## src/tsvf_pkg.sv

```systemverilog
package tsvf_pkg;

    localparam int GAIN_W     = 24;
    localparam int NORM_W     = 25;
    localparam int COEF_W     = 25;
    localparam int CFG_ADDR_W = 1;
    localparam int CFG_DATA_W = 25;
    localparam int GAIN_SHIFT = 20;
    localparam int NORM_SHIFT = 24;

    localparam logic [GAIN_W-1:0] GAIN_RESET = 24'd32768;
    localparam logic [NORM_W-1:0] NORM_ONE   = 25'd16777216;

    typedef enum logic [CFG_ADDR_W-1:0] {
        CFG_GAIN = 1'b0,
        CFG_NORM = 1'b1
    } t_cfg_addr;

    // which of the three products is in flight
    typedef enum logic [1:0] {
        STEP_SUM = 2'd0,
        STEP_BP  = 2'd1,
        STEP_V   = 2'd2
    } t_step;

    typedef enum logic [5:0] {
        ST_IDLE  = 6'b000001,
        ST_MUL_L = 6'b000010,
        ST_MUL_H = 6'b000100,
        ST_FIN   = 6'b001000,
        ST_LP    = 6'b010000,
        ST_STORE = 6'b100000
    } t_state;

    typedef struct packed {
        logic  load;
        logic  mul_lo;
        logic  mul_hi;
        logic  fin;
        t_step step;
        logic  calc_lp;
        logic  store;
    } t_dp_cmd;

endpackage

```

## src/tsvf_ctrl.sv

```systemverilog
module tsvf_ctrl
    import tsvf_pkg::*;
(
    input  logic    i_clk,
    input  logic    i_rst_n,
    input  logic    i_in_valid,
    output logic    o_in_ready,
    output logic    o_out_valid,
    input  logic    i_out_ready,
    output t_dp_cmd o_cmd
);

    t_state r_state, n_state;
    t_step  r_step, n_step;
    logic   r_out_valid, n_out_valid;
    logic   out_free;

    assign out_free    = !r_out_valid || i_out_ready;
    assign o_in_ready  = (r_state == ST_IDLE);
    assign o_out_valid = r_out_valid;

    always_comb begin
        n_state     = r_state;
        n_step      = r_step;
        n_out_valid = r_out_valid;
        o_cmd       = '0;
        o_cmd.step  = r_step;
        if (r_out_valid && i_out_ready) begin
            n_out_valid = 1'b0;
        end
        case (r_state)
            ST_IDLE: begin
                if (i_in_valid) begin
                    o_cmd.load = 1'b1;
                    n_step     = STEP_SUM;
                    n_state    = ST_MUL_L;
                end
            end
            ST_MUL_L: begin
                o_cmd.mul_lo = 1'b1;
                n_state      = ST_MUL_H;
            end
            ST_MUL_H: begin
                o_cmd.mul_hi = 1'b1;
                n_state      = ST_FIN;
            end
            ST_FIN: begin
                o_cmd.fin = 1'b1;
                case (r_step)
                    STEP_SUM: begin
                        n_step  = STEP_BP;
                        n_state = ST_MUL_L;
                    end
                    STEP_BP: begin
                        n_step  = STEP_V;
                        n_state = ST_MUL_L;
                    end
                    default: begin
                        n_state = ST_LP;
                    end
                endcase
            end
            ST_LP: begin
                o_cmd.calc_lp = 1'b1;
                n_state       = ST_STORE;
            end
            ST_STORE: begin
                if (out_free) begin
                    o_cmd.store = 1'b1;
                    n_out_valid = 1'b1;
                    n_state     = ST_IDLE;
                end
            end
            default: begin
                n_state = ST_IDLE;
            end
        endcase
    end

    always_ff @(posedge i_clk) begin
        if (!i_rst_n) begin
            r_state     <= ST_IDLE;
            r_step      <= STEP_SUM;
            r_out_valid <= 1'b0;
        end else begin
            r_state     <= n_state;
            r_step      <= n_step;
            r_out_valid <= n_out_valid;
        end
    end

endmodule

```

## src/tsvf_dp.sv

```systemverilog
module tsvf_dp
    import tsvf_pkg::*;
#(
    parameter int SAMPLE_WIDTH   = 24,
    parameter int STATE_HEADROOM = 4
) (
    input  logic                    i_clk,
    input  logic                    i_rst_n,
    input  logic                    i_cfg_wr_en,
    input  logic [CFG_ADDR_W-1:0]   i_cfg_addr,
    input  logic [CFG_DATA_W-1:0]   i_cfg_wdata,
    input  logic [SAMPLE_WIDTH-1:0] i_sample,
    input  t_dp_cmd                 i_cmd,
    output logic [SAMPLE_WIDTH-1:0] o_lowpass
);

    localparam int W  = SAMPLE_WIDTH;
    localparam int SW = SAMPLE_WIDTH + STATE_HEADROOM;
    localparam int MW = SW;
    localparam int HW = (MW + 1) / 2;
    localparam int AW = MW + COEF_W;
    localparam int RW = MW + 6;
    localparam int EW = RW + 2;

    localparam logic signed [EW-1:0] ST_MAX_E = {{(EW-SW+1){1'b0}}, {(SW-1){1'b1}}};
    localparam logic signed [EW-1:0] ST_MIN_E = {{(EW-SW+1){1'b1}}, {(SW-1){1'b0}}};
    localparam logic signed [SW-1:0] SMP_MAX  = {{(SW-W+1){1'b0}}, {(W-1){1'b1}}};
    localparam logic signed [SW-1:0] SMP_MIN  = {{(SW-W+1){1'b1}}, {(W-1){1'b0}}};
    localparam logic [AW-1:0] HALF_GAIN = AW'(1) << (GAIN_SHIFT - 1);
    localparam logic [AW-1:0] HALF_NORM = AW'(1) << (NORM_SHIFT - 1);

    function automatic logic signed [SW-1:0] sat_st(input logic signed [EW-1:0] v);
        logic signed [SW-1:0] r;
        if (v > ST_MAX_E) begin
            r = ST_MAX_E[SW-1:0];
        end else if (v < ST_MIN_E) begin
            r = ST_MIN_E[SW-1:0];
        end else begin
            r = v[SW-1:0];
        end
        return r;
    endfunction

    function automatic logic [MW-1:0] mag_of(input logic signed [SW-1:0] v);
        return v[SW-1] ? MW'(-v) : MW'(v);
    endfunction

    logic [GAIN_W-1:0]       r_gain;
    logic [NORM_W-1:0]       r_norm;
    logic signed [SW-1:0]    r_s1, r_s2, r_v, r_lp;
    logic [MW-1:0]           r_mag;
    logic                    r_neg;
    logic [COEF_W-1:0]       r_coef;
    logic [AW-1:0]           r_acc;
    logic [W-1:0]            r_out;

    logic [NORM_W-1:0]       d_eff;
    logic signed [EW-1:0]    diff;
    logic [2*HW-1:0]         mag_ext;
    logic [HW-1:0]           mul_a;
    logic [HW+COEF_W-1:0]    prod;
    logic [RW-2:0]           res_mag;
    logic signed [RW-1:0]    res_pos, res_s;
    logic signed [SW-1:0]    sum_sat, bp_new, s1_new, v_new, lp_new, s2_new;
    logic [W-1:0]            out_new;

    assign d_eff   = (r_norm > NORM_ONE) ? NORM_ONE : r_norm;
    assign diff    = EW'(signed'(i_sample)) - EW'(r_s2);
    assign mag_ext = (2*HW)'(r_mag);
    assign mul_a   = i_cmd.mul_hi ? mag_ext[2*HW-1:HW] : mag_ext[HW-1:0];
    assign prod    = mul_a * r_coef;

    assign res_mag = (i_cmd.step == STEP_BP) ? (RW-1)'(r_acc >> NORM_SHIFT)
                                             : (RW-1)'(r_acc >> GAIN_SHIFT);
    assign res_pos = signed'({1'b0, res_mag});
    assign res_s   = r_neg ? -res_pos : res_pos;

    assign sum_sat = sat_st(EW'(res_s) + EW'(r_s1));
    assign bp_new  = res_s[SW-1:0];
    assign s1_new  = sat_st((EW'(bp_new) <<< 1) - EW'(r_s1));
    assign v_new   = sat_st(EW'(res_s));
    assign lp_new  = sat_st(EW'(r_v) + EW'(r_s2));
    assign s2_new  = sat_st(EW'(r_v) + EW'(r_lp));

    always_comb begin
        if (r_lp > SMP_MAX) begin
            out_new = SMP_MAX[W-1:0];
        end else if (r_lp < SMP_MIN) begin
            out_new = SMP_MIN[W-1:0];
        end else begin
            out_new = r_lp[W-1:0];
        end
    end

    always_ff @(posedge i_clk) begin
        if (!i_rst_n) begin
            r_gain <= GAIN_RESET;
            r_norm <= NORM_ONE;
            r_s1   <= '0;
            r_s2   <= '0;
        end else begin
            if (i_cfg_wr_en) begin
                case (t_cfg_addr'(i_cfg_addr))
                    CFG_GAIN: r_gain <= i_cfg_wdata[GAIN_W-1:0];
                    CFG_NORM: r_norm <= i_cfg_wdata[NORM_W-1:0];
                    default: ;
                endcase
            end
            if (i_cmd.fin && i_cmd.step == STEP_BP) begin
                r_s1 <= s1_new;
            end
            if (i_cmd.store) begin
                r_s2 <= s2_new;
            end
        end
    end

    always_ff @(posedge i_clk) begin
        if (i_cmd.load) begin
            r_mag  <= diff[EW-1] ? MW'(-diff) : MW'(diff);
            r_neg  <= diff[EW-1];
            r_coef <= COEF_W'(r_gain);
        end
        if (i_cmd.mul_lo) begin
            r_acc <= AW'(prod) + ((i_cmd.step == STEP_BP) ? HALF_NORM : HALF_GAIN);
        end
        if (i_cmd.mul_hi) begin
            r_acc <= r_acc + (AW'(prod) << HW);
        end
        if (i_cmd.fin) begin
            case (i_cmd.step)
                STEP_SUM: begin
                    r_mag  <= mag_of(sum_sat);
                    r_neg  <= sum_sat[SW-1];
                    r_coef <= COEF_W'(d_eff);
                end
                STEP_BP: begin
                    r_mag  <= mag_of(bp_new);
                    r_neg  <= bp_new[SW-1];
                    r_coef <= COEF_W'(r_gain);
                end
                default: begin
                    r_v <= v_new;
                end
            endcase
        end
        if (i_cmd.calc_lp) begin
            r_lp <= lp_new;
        end
        if (i_cmd.store) begin
            r_out <= out_new;
        end
    end

    assign o_lowpass = r_out;

endmodule

```

## src/tpt_svf_lowpass.sv

```systemverilog
// Low-pass output of a trapezoidal two-integrator state variable filter.
// Input samples enter on the s_axis channel, one signed sample per item;
// each accepted item yields exactly one low-pass item on m_axis.
// Coefficients gain (index 0, Q4.20) and normalizer (index 1, Q1.24,
// values above 1.0 act as 1.0) are written through i_cfg_*; the user must
// write them only while idle, which the block itself does not enforce.
// An item runs accept, three products on one shared half-width multiplier
// (low half, high half, round and update), an lp step, and a store step
// that updates s2 and loads the output, which is then valid; s_axis_tready
// rises again in the same cycle, so a new item is taken only after the last.
// The output register holds a result until taken. If m_axis_tready is low
// when the next result is done, the block waits in its store step and
// takes no new item until the old result leaves.
// Synchronous reset clears both integrator states, drops any pending
// output and restores the coefficient reset values.
module tpt_svf_lowpass
    import tsvf_pkg::*;
#(
    parameter int SAMPLE_WIDTH   = 24,
    parameter int STATE_HEADROOM = 4
) (
    input  logic                                i_clk,
    input  logic                                i_rst_n,
    input  logic                                i_cfg_wr_en,
    input  logic [CFG_ADDR_W-1:0]               i_cfg_addr,
    input  logic [CFG_DATA_W-1:0]               i_cfg_wdata,
    input  logic                                s_axis_tvalid,
    output logic                                s_axis_tready,
    input  logic [((SAMPLE_WIDTH+7)/8)*8-1:0]   s_axis_tdata,   // sample_in
    output logic                                m_axis_tvalid,
    input  logic                                m_axis_tready,
    output logic [((SAMPLE_WIDTH+7)/8)*8-1:0]   m_axis_tdata    // lowpass_out
);

    localparam int DW = ((SAMPLE_WIDTH + 7) / 8) * 8;

    t_dp_cmd                 cmd;
    logic [SAMPLE_WIDTH-1:0] lowpass;

    tsvf_ctrl u_ctrl (
        .i_clk       (i_clk),
        .i_rst_n     (i_rst_n),
        .i_in_valid  (s_axis_tvalid),
        .o_in_ready  (s_axis_tready),
        .o_out_valid (m_axis_tvalid),
        .i_out_ready (m_axis_tready),
        .o_cmd       (cmd)
    );

    tsvf_dp #(
        .SAMPLE_WIDTH   (SAMPLE_WIDTH),
        .STATE_HEADROOM (STATE_HEADROOM)
    ) u_dp (
        .i_clk       (i_clk),
        .i_rst_n     (i_rst_n),
        .i_cfg_wr_en (i_cfg_wr_en),
        .i_cfg_addr  (i_cfg_addr),
        .i_cfg_wdata (i_cfg_wdata),
        .i_sample    (s_axis_tdata[SAMPLE_WIDTH-1:0]),
        .i_cmd       (cmd),
        .o_lowpass   (lowpass)
    );

    assign m_axis_tdata = DW'(lowpass);

endmodule
```

## config.mk

```make
export PLATFORM = sky130hd
export DESIGN_NAME = tpt_svf_lowpass
export DESIGN_NICKNAME = d
export VERILOG_FILES = /design/src/tsvf_pkg.sv /design/src/tsvf_ctrl.sv /design/src/tsvf_dp.sv /design/src/tpt_svf_lowpass.sv
export SDC_FILE = /design/constraint.sdc
export NUM_CORES = 2
export LEC_CHECK = 0
export BUFFER_PORTS_ARGS = -buffer_cell sky130_fd_sc_hd__buf_2
export CAP_MARGIN = 5
export CORE_MARGIN = 2
export CORE_UTILIZATION = 55
export DETAILED_ROUTE_END_ITERATION = 10
export PLACE_DENSITY = 0.86
export SLEW_MARGIN = 20
export SYNTH_ARGS = -nofsm -noshare
export SYNTH_HDL_FRONTEND = slang
export SYNTH_HIERARCHICAL = 1
export SYNTH_SLANG_ARGS = --single-unit
```

## constraint.sdc

```tcl
create_clock -name i_clk -period 10.22 [get_ports i_clk]
set_input_delay 2.044 -clock i_clk [delete_from_list [all_inputs] [get_ports i_clk]]
set_output_delay 2.044 -clock i_clk [all_outputs]
set_load 0.01 [all_outputs]
```

==> metrics <==
number of max-cap violations 0; Num CTS Buffers 34; DR pass1 iterations 6; startpoint types flop; Final #Nets 5,047; Ports 81; sequential cell area 6940 um^2; area share of and/or/nand/nor cells after synthesis 17.7%; Detail Route Antenna Nets 0; post-synthesis sequential element count 287; I/O Buffers 80; DIE WIDTH 263 um; critical-path maximum fanout 11; vias in the first global route 32.4k; clk sinks 287; Overflow after GRT 0; root buffer cell clkbuf_16; die area 69,100 um^2; critical path launch point u_ctrl/r_state[4]$_SDFFE_PN0P_; largest net degree at the start of global routing 80; DRC 0; Mapped Nets 5,063; post-layout util 59.5%; Total GRT Usage 30.3%; Synth Instances 4,434; EDFF count, synth 119; Final Skew 0.0273 ns; Largest stage delay, worst path 0.56 ns; multi-input logic area 27,300 um^2; routed len/inst 20.0 um; FF-to-FF path depth 35; CP endpoint u_dp/r_acc[52]$_SDFFCE_PN0P_; Hold Fails Final Rpt 0; Vias 33.6k; Yosys cell types 116; fill cell count 5,451; Final Cycle Share 96.6%; DR vias/cell 6.32; minimum clock period 9.88 ns; drt initial violations 3,700; Cell Area, Synth 36,800 um^2; fmax 101 MHz; Post-Synth XOR/XNOR Area 6.41%; ys flop type dfxtp_1; RR Startpoint u_ctrl/r_state[4]$_SDFFE_PN0P_; Critical Path RT 10.53 ns; max-slew violations 0; CTS tree done; CP Class flop to flop; worst hold path type flop to flop; area grow syn2layout 6.52%; core area 66,000 um^2; total wire length 106,000 um; Slew @ Worst Pin 1.19 ns; Final GP Congestion 1.03; R2R setup slack 0.34 ns; Row Count 94; Compound-Gate Fraction of Synth Area 21.4%; Crit Reg-Reg Endpoint u_dp/r_acc[52]$_SDFFCE_PN0P_; hpwl dp 81,300 um; most frequent CP cell fa_1; largest family of logic cells by synthesized area adder cells; status complete, no violations; syn_area_per_cell 8.31 um^2; layout cells sized above 1 7.36%; final setup violating endpoints 0; starting density of the core 55.8%; clk_lat worst skew 0.57 ns; Arr. time, crit path 10.19 ns; number of antenna violations at the first check in global routing 4; nature of the critical path endpoint flop; Worst path slowest cell fa_1; Ys Warns 6; first-pass GRT wire length 172,000 um; Worst-path clk slew 0.06 ns; register area share after synthesis 18.8%; worst hold start u_dp/r_gain[1]$_SDFFE_PN0P_; post-synthesis async set-or-reset flop share 0%; cts hold-fix bufs 0; Post-Synth Adder-Cell Area 26.1%; H-tree depth 2; die height 263 um; fraction of synthesized area in multiplexers 2.32%; relative slew slack 20.4%; Clock Tree Buf Depth 3
-- layout by cell type, fill, tap and decap left out, drive strengths merged, types with 27 or more instances in the layout --
| cell type | Yosys | routed |
|---|---|---|
| a31oi | 37 | 37 |
| nand3 | 82 | 82 |
| o21ai | 249 | 249 |
| edfxtp | 119 | 119 |
| clkbuf | 161 | 48 |
| inv | 484 | 486 |
| and2 | 173 | 173 |
| or3 | 28 | 28 |
| mux2i | 56 | 56 |
| a21o | 137 | 137 |
| nand4 | 27 | 27 |
| nor2b | 32 | 32 |
| nand2 | 524 | 524 |
| a21oi | 348 | 348 |
| nor4 | 27 | 27 |
| a211oi | 38 | 38 |
| xnor2 | 177 | 177 |
| xor2 | 89 | 89 |
| o21a | 38 | 38 |
| a21boi | 57 | 57 |
| nand2b | 43 | 43 |
| dfxtp | 168 | 168 |
| fa | 279 | 279 |
| maj3 | 33 | 33 |
| and3 | 43 | 43 |
| o31ai | 36 | 36 |
| nor2 | 201 | 201 |
| nor3 | 65 | 65 |
| ha | 295 | 295 |
| buf | 38 | 147 |
-- cell usage after synthesis, drive strengths merged, types with 37 or more instances --
master	n	area share, %
and3	43	0.73
nor3	65	0.94
fa	279	15
nand2b	43	0.75
clkbuf	161	1.6
a31oi	37	0.63
ha	295	10
a21boi	57	1.2
a211oi	38	0.83
edfxtp	119	9.7
buf	38	0.64
o21ai	249	3.6
o21a	38	0.77
mux2i	56	1.5
dfxtp	168	9.1
a21oi	348	4.8
nand2	524	5.3
inv	484	4.9
and2	173	2.9
xor2	89	2.1
nand3	82	1.1
a21o	137	2.8
xnor2	177	4.2
nor2	201	2.0
-- layer usage --
metal / vias up / part of all wire, % / track usage [%]
li1: 15400 / - / -
met1: 16000 / 40 / 39.7
met2: 1829 / 45 / 48.5
met3: 355 / 10 / 5.79
met4: 4 / 4.9 / 14.0
met5: - / 0.028 / 0
-- worst min-delay path by stage --
stage | slack, ns | depth (start not counted) | to
after global routing | 0.48 | 2 | u_dp/r_coef[5]$_DFF_P_
after detailed placement | 0.45 | 2 | u_dp/r_coef[16]$_DFF_P_
after CTS | 0.47 | 2 | u_dp/r_gain[1]$_SDFFE_PN0P_
final | 0.46 | 2 | u_dp/r_gain[1]$_SDFFE_PN0P_
after floorplan | 0.44 | 2 | u_dp/r_coef[0]$_DFF_P_
after global placement | 0.44 | 2 | u_dp/r_coef[4]$_DFF_P_
-- cells by family after synthesis --
kind of cell,Yosys count
buf+inv,683
fa+ha+maj,607
mux,81
compound gates,1187
simple gates,1322
xor+xnor,267
flops,287
-- per-stage QoR --
| step | hold WS [ns] | cells | setup TNS, ns | instance area, um^2 | setup WS [ns] |
|---|---|---|---|---|---|
| floorplan | 0.436 | 4434 | 0 | 36800 | 0.709 |
| global placement | 0.443 | 5241 | 0 | 38000 | 0.396 |
| detailed placement | 0.451 | 5241 | 0 | 38000 | 0.104 |
| CTS | 0.466 | 5303 | 0 | 39200 | 0.0822 |
| global route | 0.482 | 5309 | -0.0206 | 39200 | -0.0206 |
| finish | 0.463 | 5309 | 0 | 39200 | 0.343 |
-- registers in the layout (all words and copies together) (netlist names) --
register,count
u_ctrl/o_out_valid,1
u_ctrl/r_state,6
u_ctrl/r_step,2
u_dp/mag_ext,28
u_dp/o_lowpass,24
u_dp/r_acc,39
u_dp/r_coef,25
u_dp/r_gain,24
u_dp/r_lp,28
u_dp/r_neg,1
u_dp/r_norm,25
u_dp/r_s1,28
u_dp/r_s2,28
u_dp/r_v,28
-- final cells by class --
type,count,area share (%)
clock inverter,14,0.399
timing repair buffer,147,2.30
multi-input combinational,3464,69.7
tap,864,2.75
clock buffer,48,2.57
antenna,1,0.00638
sequential,287,17.7
inverter,484,4.63
-- worst max-delay path, delay by kind of cell, from the launching register on --
kind	cells	cell delay, ns
buf+inv	4	0.22
simple gates	6	1.53
mux	1	0.47
fa+ha+maj	8	3.86
xor+xnor	2	0.29
compound gates	14	2.92
flops	1	0.36
-- repair_timing --
action / CTS / global route
resized for setup: 0 / 6
setup endpoints to repair: 0 / 7
setup buffers: 0 / 5
Power is left out: the tool's default activity adds up to more than one toggle a clock period on the data nets, which glitch-free logic cannot reach.
